$ cat config.mk
export PLATFORM = sky130hd
export DESIGN_NAME = fmbq_ctrl
export DESIGN_NICKNAME = d
export VERILOG_FILES = /design/src/rtl/assert_macros.svh /design/src/rtl/fmbq_pkg.sv /design/src/rtl/fmbq_ctrl.sv
export SDC_FILE = /design/constraint.sdc
export NUM_CORES = 1
export LEC_CHECK = 0
export BUFFER_PORTS_ARGS = -buffer_cell sky130_fd_sc_hd__buf_4
export CAP_MARGIN = 20
export CORE_AREA = 2 2 39 41
export DETAILED_ROUTE_END_ITERATION = 10
export DIE_AREA = 0 0 41 43
export MAX_ROUTING_LAYER = met4
export PLACE_DENSITY = 0.35
export SYNTH_ARGS = -nofsm -noshare
export SYNTH_HDL_FRONTEND = slang
export SYNTH_SLANG_ARGS = --single-unit
$ cat constraint.sdc
create_clock -name clock -period 1.6 [get_ports clock]
set_input_delay 0.32 -clock clock [delete_from_list [all_inputs] [get_ports clock]]
set_output_delay 0.32 -clock clock [all_outputs]
set_load 0.005 [all_outputs]
$ cat src/rtl/assert_macros.svh
// ---------------------------------------------------------------------------
// Assertion macros shared by the RTL. All checks are clocked on clock and
// are off while reset is high.
// ---------------------------------------------------------------------------
`ifndef ASSERT_MACROS_SVH
`define ASSERT_MACROS_SVH

// Same-cycle implication.
`define ASSERT_IMPL(label, ante, cons, msg) \
   label: assert property (@(posedge clock) disable iff (reset) (ante) |-> (cons)) \
      else $error(msg);

// Next-cycle implication.
`define ASSERT_NEXT(label, ante, cons, msg) \
   label: assert property (@(posedge clock) disable iff (reset) (ante) |=> (cons)) \
      else $error(msg);

`endif

$ cat src/rtl/fmbq_pkg.sv
// ---------------------------------------------------------------------------
// fmbq_pkg
// Types, codes and sizes for the front/middle/back queue.
// ---------------------------------------------------------------------------
package fmbq_pkg;

   // Storage geometry
   localparam int CAPACITY = 64;
   localparam int POS_W    = $clog2(CAPACITY);
   localparam int CNT_W    = POS_W + 1;
   localparam int GROUP    = 8;
   localparam int GRP_W    = $clog2(GROUP);
   localparam int NGROUP   = CAPACITY / GROUP;
   localparam int SEL_W    = POS_W - GRP_W;

   typedef logic signed [31:0] word_type;

   localparam word_type WORD_NEG_ONE = -32'sd1;
   localparam word_type WORD_ZERO    = 32'sd0;

   // Operation codes
   localparam logic [2:0] KIND_PUSH_FRONT = 3'd0;
   localparam logic [2:0] KIND_PUSH_MID   = 3'd1;
   localparam logic [2:0] KIND_PUSH_BACK  = 3'd2;
   localparam logic [2:0] KIND_POP_FRONT  = 3'd3;
   localparam logic [2:0] KIND_POP_MID    = 3'd4;
   localparam logic [2:0] KIND_POP_BACK   = 3'd5;

   // Status codes
   localparam logic [1:0] STAT_OK    = 2'd0;
   localparam logic [1:0] STAT_EMPTY = 2'd1;
   localparam logic [1:0] STAT_FULL  = 2'd2;

   typedef struct packed {
      logic [2:0] kind;
      word_type   value;
   } req_type;

   typedef struct packed {
      word_type   popped_value;
      logic [1:0] status;
      logic [6:0] occupancy;
   } rsp_type;

   // Controller to datapath
   typedef struct packed {
      logic load;
      logic gather;
      logic pick;
      logic apply;
   } cmd_type;

   // Datapath to controller
   typedef struct packed {
      logic out_free;
   } stat_type;

endpackage

$ cat src/rtl/fmbq_ctrl.sv
// ---------------------------------------------------------------------------
// fmbq_ctrl
// Sequencer: accept, gather the addressed word through the select tree,
// then apply the shift and post the response.
// ---------------------------------------------------------------------------
module fmbq_ctrl (
   input  logic               clock,
   input  logic               reset,
   input  logic               req_valid,
   output logic               req_stall,
   input  fmbq_pkg::stat_type stat,
   output fmbq_pkg::cmd_type  cmd
);

   localparam logic [1:0] ST_IDLE   = 2'd0;
   localparam logic [1:0] ST_GATHER = 2'd1;
   localparam logic [1:0] ST_PICK   = 2'd2;
   localparam logic [1:0] ST_APPLY  = 2'd3;

   logic [1:0] state_ff;
   logic [1:0] state_in;

   // Next state and commands
   always_comb begin
      state_in   = state_ff;
      cmd        = '0;
      req_stall  = 1'b1;
      unique case (state_ff)
         ST_IDLE: begin
            req_stall = 1'b0;
            if (req_valid) begin
               cmd.load = 1'b1;
               state_in = ST_GATHER;
            end
         end
         ST_GATHER: begin
            cmd.gather = 1'b1;
            state_in   = ST_PICK;
         end
         ST_PICK: begin
            cmd.pick = 1'b1;
            state_in = ST_APPLY;
         end
         ST_APPLY: begin
            // wait until the response register can take the result
            if (stat.out_free) begin
               cmd.apply = 1'b1;
               state_in  = ST_IDLE;
            end
         end
         default: begin
            state_in = ST_IDLE;
         end
      endcase
   end

   always_ff @(posedge clock) begin
      if (reset) begin
         state_ff <= ST_IDLE;
      end else begin
         state_ff <= state_in;
      end
   end

endmodule

==> run summary <==
The number of cells on the worst hold path is 2. The max capacitance violation total is 0. The floorplan step defined a die boundary enclosing 0.001763 mm2. The final count of hold timing violations came out at 0. The flow ran to the end, and the final reports show no timing, DRC or antenna violations. For the number of antenna violations at the first check in global routing, the log shows 0. The final-layout setup total negative slack was 0 ns.

The run gives 1.28 ns as the required arrival time at the worst endpoint. The first global-routing pass estimated 669 um of wire. After layout, the design draws a total of 0.5492 mW. Synthesis produced a netlist whose cell count is 21. At the end of the flow the core is filled with cells to 22.24%. Across the VDD grid, the largest voltage drop is 0.4133 mV. During placement, the flow inserted port buffers numbering 8. In the post-synthesis netlist, the biggest area contributors are sky130_fd_sc_hd__ha_1 (30%), sky130_fd_sc_hd__dfxtp_1 (20%), sky130_fd_sc_hd__nor2_8 (9.8%).

The startpoint identified for the worst hold timing path is reset. The sequential area share after synthesis came out at 19.51%. Entering global routing, the biggest net connects 5 pins. Data on the critical path arrives at its endpoint at 1.20 ns. The tools report the routed wire length as 365 um. The internal portion of the total power is 0.3514 mW.

The worst register-to-register path has a setup slack of 0.17 ns. The final hold slack is 0.2620 ns, and the number of clock buffers inserted by TritonCTS is 3. By startpoint and endpoint, the worst setup path is classified as reg -> out. The logs give 1 for the number of levels in the clock H-tree and 19.5% for the part of the power in the clock network. The largest registers in the layout are state_ff (2). The logs give 0 for the post-CTS resize count and 5.949% for the global router's overall resource usage.

The run gives 161 as the number of filler cells placed in the layout. The kind of end point of the critical path was a primary output. The area taken by flip-flops and latches came out at 40.04 um2. Dividing total power by cell area gives a power density of 1784 mW/mm2. The logs give 0.7057 for the final weighted congestion in routability-driven placement and 2 for the maximum count of clock buffers along a single path. For the overflow left after global routing, the log shows 0.

The run gives 202 as the number of global-route vias before repair. Synthesis instantiated 12 different standard cells from the library. Combinational logic is responsible for 62.4% of the overall power. The flip-flop count of the largest register after layout was 2. Of the total power, the share spent switching nets is 36.02%. The category of the worst setup path launch point was a register. The tools report the endpoint of the worst-slack reg-to-reg timing path as state_ff[1]$_SDFFE_PP0P_.

The clock reaches the later pin of the worst-skew pair after 0.22 ns. In this run the tightest slew margin relative to its limit is 84.67%. In this run the vertical extent of the chip is 43 um. Power dissipated by switching net loads: 0.1978 mW.

In the final design database the tool counted 43 nets. After synthesis the netlist holds a flip-flop and latch count of 2. From left edge to right edge, the die measures 41 um.

Registers are responsible for 18.0% of the overall power. Counting every net in the synthesized netlist gives 30. In the final layout, the share of cells above drive strength 1 is 46.88%. The diode insertion count for antenna repair was 0.

The number of slew-limit violations in the final report was 0; the total standard cell area after synthesis was 205.2 um2. Prior to clock tree synthesis, the placed netlist has a worst setup slack of 0.1524 ns. Setup slack on the critical path of the routed design comes to 0.07829 ns. The I/O pin count was 9. For this design, the sink count on the clock tree is 2. The tree is rooted in a sky130_fd_sc_hd__clkbuf_4. Largest register by flop count: state_ff. The reg-to-reg startpoint is state_ff[0]$_SDFFE_PP0P_. Mean instance size in the synthesized netlist: 9.771 um2. The min-delay analysis places its worst path in the category in -> reg. The mean number of vias per cell is 3.667, and the logic depth of the worst register-to-register path is 5. The initialized floorplan defines 14 standard-cell rows. The first detailed-routing pass took 2 iterations. The dominant cell type by area after synthesis was sky130_fd_sc_hd__ha_1. The total of hold buffers inserted after clock tree synthesis is 0, and the area of the core is 0.001384 mm2.

For this run, the top clock speed supported by timing is 657.2 MHz. The multi-input combinational cells in the finished layout cover a total of 153.9 um2. Clock skew on the completed layout was measured at 0.003319 ns.

The count of endpoints failing setup in the final report is 0, and the largest fanout of any net on the critical path is 4. The transition time at the pin with the least slew margin is 0.2299 ns. The clock slew seen by the registers of the worst setup and hold paths works out to 0.03 ns. For the leakage power figure, the log shows 0.1491 nW.

Setup repair after global routing left no endpoint under its margin. The clock period minus final worst setup slack came out at 1.522 ns. The area share of the largest cell type after synthesis came out at 30.49%. The run gives 0 as the number of setup buffers added after CTS.

In the routed design, unresolved DRC markers number 0. The count of nets left with antenna violations once routing finished came out at 0. Total via count in the routed design: 176. The average wire length per cell after detail routing came out at 7.604 um. The synthesis-to-layout area growth came out at 50.00%.

The tools report the terminating pin of the worst hold path as state_ff[0]$_SDFFE_PP0P_. The run gives 1 as the detailed router's first-iteration violation count. Portion of the clock cycle consumed by the worst path in the final layout: 95.11%.

TritonCTS built the clock tree. The logs give 14.83% for the initial core utilization and 0 for the total number of yosys warnings.
-- worst max path at each step --
stage                             start                       end  slack [ns]  cells past startpoint
4_1_cts        state_ff[0]$_SDFFE_PP0P_                    cmd[3]        0.06                      4
3_3_place_gp   state_ff[0]$_SDFFE_PP0P_  state_ff[0]$_SDFFE_PP0P_        0.14                      5
5_1_grt        state_ff[1]$_SDFFE_PP0P_                    cmd[3]       0.004                      4
6_report       state_ff[0]$_SDFFE_PP0P_                    cmd[3]        0.08                      4
3_5_place_dp   state_ff[0]$_SDFFE_PP0P_  state_ff[1]$_SDFFE_PP0P_        0.15                      5
2_1_floorplan  state_ff[0]$_SDFFE_PP0P_  state_ff[0]$_SDFFE_PP0P_        0.27                      5
-- power by group through the flow --
| stage | clock [mW] | combinational [mW] | sequential, mW |
|---|---|---|---|
| floorplan | 0 | 0.237 | 0.0922 |
| global placement | 0 | 0.345 | 0.101 |
| detailed placement | 0 | 0.346 | 0.101 |
| CTS | 0.113 | 0.349 | 0.0998 |
| global route | 0.117 | 0.384 | 0.105 |
| finish | 0.107 | 0.343 | 0.0990 |
-- per-stage QoR --
step,std cells,instance area [um2]
4_1_cts,48,307.8
3_5_place_dp,45,285.3
2_1_floorplan,21,205.2
6_report,48,307.8
5_1_grt,48,307.8
3_3_place_gp,45,285.3
-- routing by layer --
layer | vias up | share of wire, % | track usage [%]
li1 | 91 | - | -
met1 | 81 | 42 | 5.732
met2 | 4 | 54 | 8.750
met3 | 0 | 3.6 | 1.571
met4 | 0 | 0 | 6.000
met5 | - | 0 | -
-- worst max-delay path: stages (launching register included) --
cell	delay, ns
sky130_fd_sc_hd__dfxtp_1	0.37
sky130_fd_sc_hd__inv_1	0.10
sky130_fd_sc_hd__ha_1	0.22
sky130_fd_sc_hd__and2_2	0.17
sky130_fd_sc_hd__buf_4	0.13
-- logic make-up after synthesis --
group	count (synthesis)	synth area share [%]
simple gates	7	34.76
compound gates	4	9.756
flops	2	19.51
fa+ha+maj	5	30.49
buf+inv	3	5.487
-- cells in the mapped netlist (all sizes together) --
cell type and n:
or3b 1, ha 5, dfxtp 2, nor2b 2, a21oi 2, o21ai 2
nor2 1, inv 3, and2 2, or3 1
-- layout make-up --
type	instances	area share (%)
repair buffers	8	19.51
well taps	16	6.504
multi-input cells	16	50.00
flip-flops and latches	2	13.01
inverters	3	3.659
clock buffers	3	7.317
-- layout by cell type, fill, tap and decap left out --
cell type / netlist / layout
sky130_fd_sc_hd__nor2_8: 1 / 1
sky130_fd_sc_hd__dfxtp_1: 2 / 2
sky130_fd_sc_hd__a21oi_1: 2 / 2
sky130_fd_sc_hd__nor2b_4: 1 / 1
sky130_fd_sc_hd__inv_1: 3 / 3
sky130_fd_sc_hd__or3b_1: 1 / 1
sky130_fd_sc_hd__o21ai_1: 2 / 2
sky130_fd_sc_hd__nor2b_2: 1 / 1
sky130_fd_sc_hd__clkbuf_4: 0 / 3
sky130_fd_sc_hd__or3_1: 1 / 1
sky130_fd_sc_hd__buf_4: 0 / 8
sky130_fd_sc_hd__ha_1: 5 / 5
sky130_fd_sc_hd__and2_2: 1 / 1
sky130_fd_sc_hd__and2_1: 1 / 1
Note: power is estimated with default switching activity, not from simulation.
