File: config.mk
export PLATFORM = sky130hd
export DESIGN_NAME = fmbq_dpath
export DESIGN_NICKNAME = d
export VERILOG_FILES = /design/src/rtl/fmbq_pkg.sv /design/src/rtl/fmbq_dpath.sv
export VERILOG_INCLUDE_DIRS = /design/src /design/src/rtl
export SDC_FILE = /design/constraint.sdc
export NUM_CORES = 2
export LEC_CHECK = 0
export BUFFER_PORTS_ARGS = -buffer_cell sky130_fd_sc_hd__buf_2
export CORE_AREA = 2 2 632 634
export CTS_BUF_LIST = sky130_fd_sc_hd__clkbuf_4
export CTS_CLUSTER_SIZE = 16
export DETAILED_ROUTE_END_ITERATION = 8
export DIE_AREA = 0 0 634 636
export MAX_ROUTING_LAYER = met4
export PLACE_DENSITY = 0.45
export SYNTH_ARGS = -nofsm -noshare
export SYNTH_HDL_FRONTEND = slang
export SYNTH_SLANG_ARGS = --single-unit
File: constraint.sdc
create_clock -name clock -period 8.4 [get_ports clock]
set_input_delay 0 -clock clock [delete_from_list [all_inputs] [get_ports clock]]
set_output_delay 0 -clock clock [all_outputs]
set_load 0.005 [all_outputs]
File: src/rtl/assert_macros.svh
// ---------------------------------------------------------------------------
// Assertion macros shared by the RTL. All checks are clocked on clock and
// are off while reset is high.
// ---------------------------------------------------------------------------
`ifndef ASSERT_MACROS_SVH
`define ASSERT_MACROS_SVH

// Same-cycle implication.
`define ASSERT_IMPL(label, ante, cons, msg) \
   label: assert property (@(posedge clock) disable iff (reset) (ante) |-> (cons)) \
      else $error(msg);

// Next-cycle implication.
`define ASSERT_NEXT(label, ante, cons, msg) \
   label: assert property (@(posedge clock) disable iff (reset) (ante) |=> (cons)) \
      else $error(msg);

`endif

File: src/rtl/fmbq_pkg.sv
// ---------------------------------------------------------------------------
// fmbq_pkg
// Types, codes and sizes for the front/middle/back queue.
// ---------------------------------------------------------------------------
package fmbq_pkg;

   // Storage geometry
   localparam int CAPACITY = 64;
   localparam int POS_W    = $clog2(CAPACITY);
   localparam int CNT_W    = POS_W + 1;
   localparam int GROUP    = 8;
   localparam int GRP_W    = $clog2(GROUP);
   localparam int NGROUP   = CAPACITY / GROUP;
   localparam int SEL_W    = POS_W - GRP_W;

   typedef logic signed [31:0] word_type;

   localparam word_type WORD_NEG_ONE = -32'sd1;
   localparam word_type WORD_ZERO    = 32'sd0;

   // Operation codes
   localparam logic [2:0] KIND_PUSH_FRONT = 3'd0;
   localparam logic [2:0] KIND_PUSH_MID   = 3'd1;
   localparam logic [2:0] KIND_PUSH_BACK  = 3'd2;
   localparam logic [2:0] KIND_POP_FRONT  = 3'd3;
   localparam logic [2:0] KIND_POP_MID    = 3'd4;
   localparam logic [2:0] KIND_POP_BACK   = 3'd5;

   // Status codes
   localparam logic [1:0] STAT_OK    = 2'd0;
   localparam logic [1:0] STAT_EMPTY = 2'd1;
   localparam logic [1:0] STAT_FULL  = 2'd2;

   typedef struct packed {
      logic [2:0] kind;
      word_type   value;
   } req_type;

   typedef struct packed {
      word_type   popped_value;
      logic [1:0] status;
      logic [6:0] occupancy;
   } rsp_type;

   // Controller to datapath
   typedef struct packed {
      logic load;
      logic gather;
      logic pick;
      logic apply;
   } cmd_type;

   // Datapath to controller
   typedef struct packed {
      logic out_free;
   } stat_type;

endpackage

File: src/rtl/fmbq_dpath.sv
// ---------------------------------------------------------------------------
// fmbq_dpath
// Row of shifting cells, two-level registered select tree for reads,
// occupancy count and the response register.
// ---------------------------------------------------------------------------
`include "assert_macros.svh"

module fmbq_dpath (
   input  logic               clock,
   input  logic               reset,
   input  fmbq_pkg::req_type  req_data,
   input  fmbq_pkg::cmd_type  cmd,
   output fmbq_pkg::stat_type stat,
   output logic               rsp_valid,
   input  logic               rsp_stall,
   output fmbq_pkg::rsp_type  rsp_data
);

   // Latched transaction
   logic [2:0]                  kind_ff;
   fmbq_pkg::word_type          value_ff;
   logic [fmbq_pkg::POS_W-1:0]  pos_ff;
   logic [fmbq_pkg::POS_W-1:0]  pos_in;
   logic [fmbq_pkg::CNT_W-1:0]  count_ff;
   logic [fmbq_pkg::CNT_W-1:0]  count_in;
   logic [fmbq_pkg::CNT_W-1:0]  count_dec;

   // Storage and select tree
   fmbq_pkg::word_type cells_ff [fmbq_pkg::CAPACITY];
   fmbq_pkg::word_type cells_in [fmbq_pkg::CAPACITY];
   fmbq_pkg::word_type grp_ff   [fmbq_pkg::NGROUP];
   fmbq_pkg::word_type word_ff;

   // Response register
   logic              rsp_valid_ff;
   logic              rsp_valid_in;
   fmbq_pkg::rsp_type rsp_ff;
   fmbq_pkg::rsp_type rsp_in;

   logic is_push;
   logic is_pop;
   logic full;
   logic empty;
   logic do_insert;
   logic do_remove;

   // Target position from the current occupancy
   assign count_dec = fmbq_pkg::CNT_W'(count_ff - 1'b1);

   always_comb begin
      pos_in = '0;
      unique case (req_data.kind)
         fmbq_pkg::KIND_PUSH_FRONT: pos_in = '0;
         fmbq_pkg::KIND_PUSH_MID:   pos_in = count_ff[fmbq_pkg::CNT_W-1:1];
         fmbq_pkg::KIND_PUSH_BACK:  pos_in = count_ff[fmbq_pkg::POS_W-1:0];
         fmbq_pkg::KIND_POP_FRONT:  pos_in = '0;
         fmbq_pkg::KIND_POP_MID:    pos_in = count_dec[fmbq_pkg::CNT_W-1:1];
         fmbq_pkg::KIND_POP_BACK:   pos_in = count_dec[fmbq_pkg::POS_W-1:0];
         default:                   pos_in = '0;
      endcase
   end

   always_ff @(posedge clock) begin
      if (cmd.load) begin
         kind_ff  <= req_data.kind;
         value_ff <= req_data.value;
         pos_ff   <= pos_in;
      end
   end

   // Operation decode
   assign is_push = (kind_ff == fmbq_pkg::KIND_PUSH_FRONT) ||
                    (kind_ff == fmbq_pkg::KIND_PUSH_MID) ||
                    (kind_ff == fmbq_pkg::KIND_PUSH_BACK);
   assign is_pop  = (kind_ff == fmbq_pkg::KIND_POP_FRONT) ||
                    (kind_ff == fmbq_pkg::KIND_POP_MID) ||
                    (kind_ff == fmbq_pkg::KIND_POP_BACK);
   assign full      = (count_ff == fmbq_pkg::CNT_W'(fmbq_pkg::CAPACITY));
   assign empty     = (count_ff == '0);
   assign do_insert = cmd.apply && is_push && !full;
   assign do_remove = cmd.apply && is_pop && !empty;

   // Cell row: each cell holds, loads the new word, or takes a neighbor
   for (genvar g = 0; g < fmbq_pkg::CAPACITY; g++) begin : g_cell
      fmbq_pkg::word_type prev_word;
      fmbq_pkg::word_type next_word;

      if (g == 0) begin : g_first
         assign prev_word = value_ff;
      end else begin : g_mid
         assign prev_word = cells_ff[g-1];
      end

      if (g == fmbq_pkg::CAPACITY - 1) begin : g_last
         assign next_word = cells_ff[g];
      end else begin : g_body
         assign next_word = cells_ff[g+1];
      end

      always_comb begin
         cells_in[g] = cells_ff[g];
         if (do_insert) begin
            if (fmbq_pkg::POS_W'(g) == pos_ff) begin
               cells_in[g] = value_ff;
            end else if (fmbq_pkg::POS_W'(g) > pos_ff) begin
               cells_in[g] = prev_word;
            end
         end else if (do_remove && (fmbq_pkg::POS_W'(g) >= pos_ff)) begin
            cells_in[g] = next_word;
         end
      end

      always_ff @(posedge clock) begin
         cells_ff[g] <= cells_in[g];
      end
   end

   // Select tree, first level: one word out of each group
   for (genvar g = 0; g < fmbq_pkg::NGROUP; g++) begin : g_grp
      always_ff @(posedge clock) begin
         if (cmd.gather) begin
            grp_ff[g] <= cells_ff[{fmbq_pkg::SEL_W'(g), pos_ff[fmbq_pkg::GRP_W-1:0]}];
         end
      end
   end

   // Select tree, second level
   always_ff @(posedge clock) begin
      if (cmd.pick) begin
         word_ff <= grp_ff[pos_ff[fmbq_pkg::POS_W-1:fmbq_pkg::GRP_W]];
      end
   end

   // Occupancy
   always_comb begin
      count_in = count_ff;
      if (do_insert) begin
         count_in = fmbq_pkg::CNT_W'(count_ff + 1'b1);
      end else if (do_remove) begin
         count_in = count_dec;
      end
   end

   always_ff @(posedge clock) begin
      if (reset) begin
         count_ff <= '0;
      end else begin
         count_ff <= count_in;
      end
   end

   // Response build
   always_comb begin
      rsp_in.popped_value = fmbq_pkg::WORD_ZERO;
      rsp_in.status       = fmbq_pkg::STAT_OK;
      rsp_in.occupancy    = 7'(count_in);
      if (is_push && full) begin
         rsp_in.status = fmbq_pkg::STAT_FULL;
      end else if (is_pop && empty) begin
         rsp_in.popped_value = fmbq_pkg::WORD_NEG_ONE;
         rsp_in.status       = fmbq_pkg::STAT_EMPTY;
      end else if (is_pop) begin
         rsp_in.popped_value = word_ff;
      end
   end

   assign stat.out_free = !rsp_valid_ff || !rsp_stall;
   assign rsp_valid_in  = cmd.apply || (rsp_valid_ff && rsp_stall);

   always_ff @(posedge clock) begin
      if (reset) begin
         rsp_valid_ff <= 1'b0;
      end else begin
         rsp_valid_ff <= rsp_valid_in;
      end
   end

   always_ff @(posedge clock) begin
      if (cmd.apply) begin
         rsp_ff <= rsp_in;
      end
   end

   assign rsp_valid = rsp_valid_ff;
   assign rsp_data  = rsp_ff;

   // Checks
   `ASSERT_IMPL(a_count_bound, 1'b1, count_ff <= fmbq_pkg::CNT_W'(fmbq_pkg::CAPACITY),
      "occupancy above capacity")
   `ASSERT_IMPL(a_no_overwrite, cmd.apply, stat.out_free,
      "result posted over a pending response")
   `ASSERT_NEXT(a_push_grows, do_insert,
      count_ff == fmbq_pkg::CNT_W'($past(count_ff) + 1'b1),
      "accepted push did not grow occupancy")

endmodule

==> parameters.txt <==
Parameter                              Value

Status
  Outcome    completed

Place
  IO Port Bufs    84
  Final weighted congestion in routability-driven placement    0.904
  Instance area at placement    0.139 sq mm
  Post-detailed-placement half-perimeter wirelength    331,000 microns

Power and ir drop
  LEAKAGE    60.1 nW
  Seq pwr share    46.6%
  Switching power of the nets    12.4 mW
  Switching share of power    33.8%
  Combinational share of power    21.8%
  Worst vdd ir    0.137 mV
  Cell area power density    245 mW/mm^2
  Internal power summed over all cells    24.3 mW
  Share of total power in the clock network    31.6%
  Sum of internal, switching and leakage power    36.6 mW

Critical path
  Critical R2R Capture    cells_ff[62][28]
  Critical path start-end classification    reg2reg
  Top fanout value on the critical path    111
  WP depth    7
  Worst Path Arrival    5.61 ns
  Worst setup path endpoint    cells_ff[62][28]
  Worst reg2reg setup slack    4.07 ns
  Kind of cell adding the most delay to the critical path    buffers and inverters
  Crit path max-delay cell type    buf_4
  Critical path's most frequent cell    buf_4
  Reg2Reg Launch Point    count_ff[2]
  Combined buffer and inverter count along the critical path    4
  CP peak stage delay    0.87 ns
  Worst R2R Path Depth    7
  Endpoint kind of the worst setup timing path    register
  Sort of element at the start of the critical path    register
  Critical path cell sequence    or3_4 > o211ai_1 > buf_4 > buf_4 > buf_4 > buf_4 > o21ai_0
  Required time at the worst-slack endpoint    9.68 ns
  Source of the critical timing path    count_ff[2]

Routing
  Number of nets with antenna violations after detailed routing    0
  First-pass detailed-route iteration total    6
  Total via count after detailed routing    95,500
  Final wirelength    545,000 microns
  Number of DRC markers after the initial detailed-route iteration    11,200
  Post-route DRC violation count    0
  Number of vias per cell after detailed routing    5.72
  Routed len/inst    32.6 microns

Floorplan
  Chip width    634 microns
  Placeable Area    0.397 sq mm
  Initial standard-cell utilization of the core    33.8%
  I/O pin count    85
  Total die area    0.403 sq mm
  Vertical extent of the die    636 microns
  Standard-cell row count    232

Clock tree
  Clk sink count    2,429
  Clock latency on the worst-skew pair    1.66 ns
  CTS clk-pin slew, worst paths    0.06 ns
  Buffer type at the clock tree root    clkbuf_4
  Clock tree from TritonCTS    built
  Max H-tree Level    6
  Buffer depth of the longest clock path    4
  Number of buffers created by CTS    718

Synth
  Most area-consuming cells after synthesis    edfxtp_1 (54%), mux2i_1 (15%), mux4_2 (9.7%)
  Sequential element share of the synthesized area    54.3%
  Instance count of the mapped netlist    10,800
  Share of the synthesized area in the top cell type    54.1%
  Top_reg_cell synth    edfxtp_1
  Count of synthesis-stage warnings from yosys    0
  Dominant cell type by area after synthesis    edfxtp_1
  Mean cell area of the mapped netlist    12.5 sq um
  Post-synthesis sequential element count    2,429
  Combined area of all synthesized cells    0.134 sq mm
  Synthesized netlist net count    10,800
  Async set-reset flop share out of synthesis    0%
  Number of enable-type register cells in the synthesized netlist    2,418
  Post-synth cell types    60

Finish
  Area Overhead vs Synth    11.4%
  Nets    10,900
  Final design utilization    37.6%
  Final standard cell area without fillers    0.149 sq mm
  Ratio of cells with drive above 1 in the final layout    21.5%
  # fillers    38,600

Timing
  Shortest clock period the worst path allows after layout    4.33 ns
  Share of the cycle needed by the critical path after routing    51.6%
  Hold violation count in the final report    0
  Setup-violating endpoint count in the final report    0
  Setup repair after global routing missed its margin    false
  Worst Max-Slew Pin Slew    1.39 ns
  Worst rel slew slack    7.26%
  Setup_tns    0 ns
  Maximum clock skew at final layout    0.119 ns
  Top achievable clock speed    0.231 GHz
  Final max-slew violation count    0
  Worst hold margin    0.213 ns

Global routing
  Gr usage total    27.1%
  Initial antenna violation count    54
  First-pass GRT wire length    754,000 microns
  Largest net degree at the start of global routing    261
  GRT overflow    0
  Vias in the first global route    95,300

Min path
  Kind of path behind the tightest hold check    in2reg

Job
  Max-cap violations    0
-- power by group through the flow --
stage          registers (mW)  logic, mW  clock network (mW)
3_5_place_dp             17.3       7.88                   0
2_1_floorplan            16.4       4.92                   0
5_1_grt                  17.2       8.43                12.4
3_3_place_gp             17.3       7.81                   0
6_report                 17.1       7.98                11.6
4_1_cts                  17.1       7.96                11.9
-- area by class of cell --
| class | count | area [sq um] | area share, % |
|---|---|---|---|
| repair buffers | 457 | 3980 | 2.66 |
| clock buffers | 1029 | 7720 | 5.17 |
| well taps | 5265 | 6590 | 4.41 |
| diodes | 72 | 180 | 0.121 |
| clock inverters | 184 | 1090 | 0.729 |
| inverters | 8 | 31.3 | 0.0209 |
| multi-input cells | 7265 | 57000 | 38.2 |
| flip-flops and latches | 2429 | 72800 | 48.7 |
-- worst min-delay path by stage --
stage / from / end / slack (ns) / cells after the start
floorplan: rsp_stall / stat / 0.04 / 1
global placement: req_data[6] / g_cell[0].prev_word[6] / 0.18 / 1
detailed placement: req_data[7] / g_cell[0].prev_word[7] / 0.18 / 1
CTS: req_data[9] / g_cell[0].prev_word[9] / 0.005 / 4
global route: req_data[30] / g_cell[0].prev_word[30] / 0.15 / 4
finish: cmd[2] / grp_ff[0][17] / 0.21 / 4
-- placed cells by master, fill, tap and decap left out, types with 6 or more instances in the layout --
master | Yosys | routed
a21oi_1 | 45 | 9
a21oi_4 | 0 | 36
and2_1 | 7 | 6
buf_12 | 0 | 31
buf_2 | 246 | 82
buf_4 | 19 | 207
bufinv_16 | 0 | 7
clkbuf_4 | 0 | 1029
clkinv_1 | 0 | 130
clkinv_4 | 0 | 9
clkinvlp_4 | 0 | 9
dfxtp_1 | 11 | 8
diode_2 | 0 | 72
dlygate4sd3_1 | 0 | 135
edfxtp_1 | 2418 | 2418
inv_1 | 7 | 6
inv_2 | 1 | 8
inv_6 | 0 | 10
inv_8 | 0 | 6
mux2_2 | 324 | 324
mux2i_1 | 1986 | 1986
mux4_2 | 576 | 576
nand2_1 | 2141 | 2102
nand2_2 | 1 | 15
nand2_4 | 0 | 25
nand2b_1 | 11 | 11
nor2_1 | 40 | 19
nor2_4 | 0 | 27
nor2b_1 | 12 | 10
o21a_1 | 34 | 33
o21ai_0 | 1528 | 1527
o21ai_1 | 463 | 464
or2_2 | 5 | 6
or3_1 | 6 | 6
xnor2_1 | 7 | 7
-- per-layer routing --
metal	share of wire (%)	track usage (%)
met3	7.4	4.62
met4	4.8	12.1
met2	47	42.1
met5	0	-
met1	41	34.8
-- Yosys cell counts (all sizes together), types with 3 or more instances --
library cell	instances
mux2i	1986
nand3b	3
nor3	12
nand3	4
and2	8
mux4	576
and3	7
a22oi	4
o21a	34
clkbuf	651
mux2	324
nand2b	11
nand2	2142
o22ai	3
a21oi	45
dfxtp	11
or3	7
xnor2	7
o211ai	3
edfxtp	2418
nor2	46
ha	3
nor2b	12
inv	8
buf	426
o21ai	1991
a31oi	5
or2	6
-- timing repair --
| item | in CTS | in global routing |
|---|---|---|
| buffers inserted | 0 | 0 |
| hold buffers | 138 | 0 |
| setup endpoints to repair | 0 | 0 |
| resized for setup | 0 | 0 |
| hold endpoints to repair | 440 | 0 |
-- flip-flops by register name (all words and copies together) (netlist names), named ones only --
register          flops
cells_ff           2048
count_ff              7
g_cell.prev_word     32
grp_ff              256
kind_ff               3
pos_ff                6
rsp_data             41
rsp_valid             1
word_ff              32
-- worst register-to-register path, delay by kind of cell (launching register included) --
kind	cells	cell delay, ns
AO/OA/AOI/OAI	2	0.57
buffers and inverters	4	2.53
flip-flops	1	0.44
AND/OR/NAND/NOR	1	0.48
-- per-stage QoR --
step                      instances  setup slack (ns)
after floorplan               10800              3.43
after global placement        15300              4.19
after detailed placement      15300              4.15
after CTS                     16600              4.10
after global routing          16700              3.78
final                         16700              4.07
-- cells by family (layout without fill, tap and decap cells) --
| family | count (synthesis) | in the layout | share of synthesized area, % |
|---|---|---|---|
| adder cells (fa/ha/maj) | 3 | 3 | 0.0280 |
| buffers and inverters | 1085 | 1678 | 3.98 |
| XOR/XNOR | 9 | 9 | 0.0587 |
| AO/OA/AOI/OAI | 2098 | 2098 | 7.94 |
| flip-flops | 2429 | 2429 | 54.3 |
| AND/OR/NAND/NOR | 2269 | 2269 | 6.54 |
| multiplexers | 2886 | 2886 | 27.2 |
| other | 0 | 72 | 0 |
No activity file was read; power rests on OpenSTA's default activity.
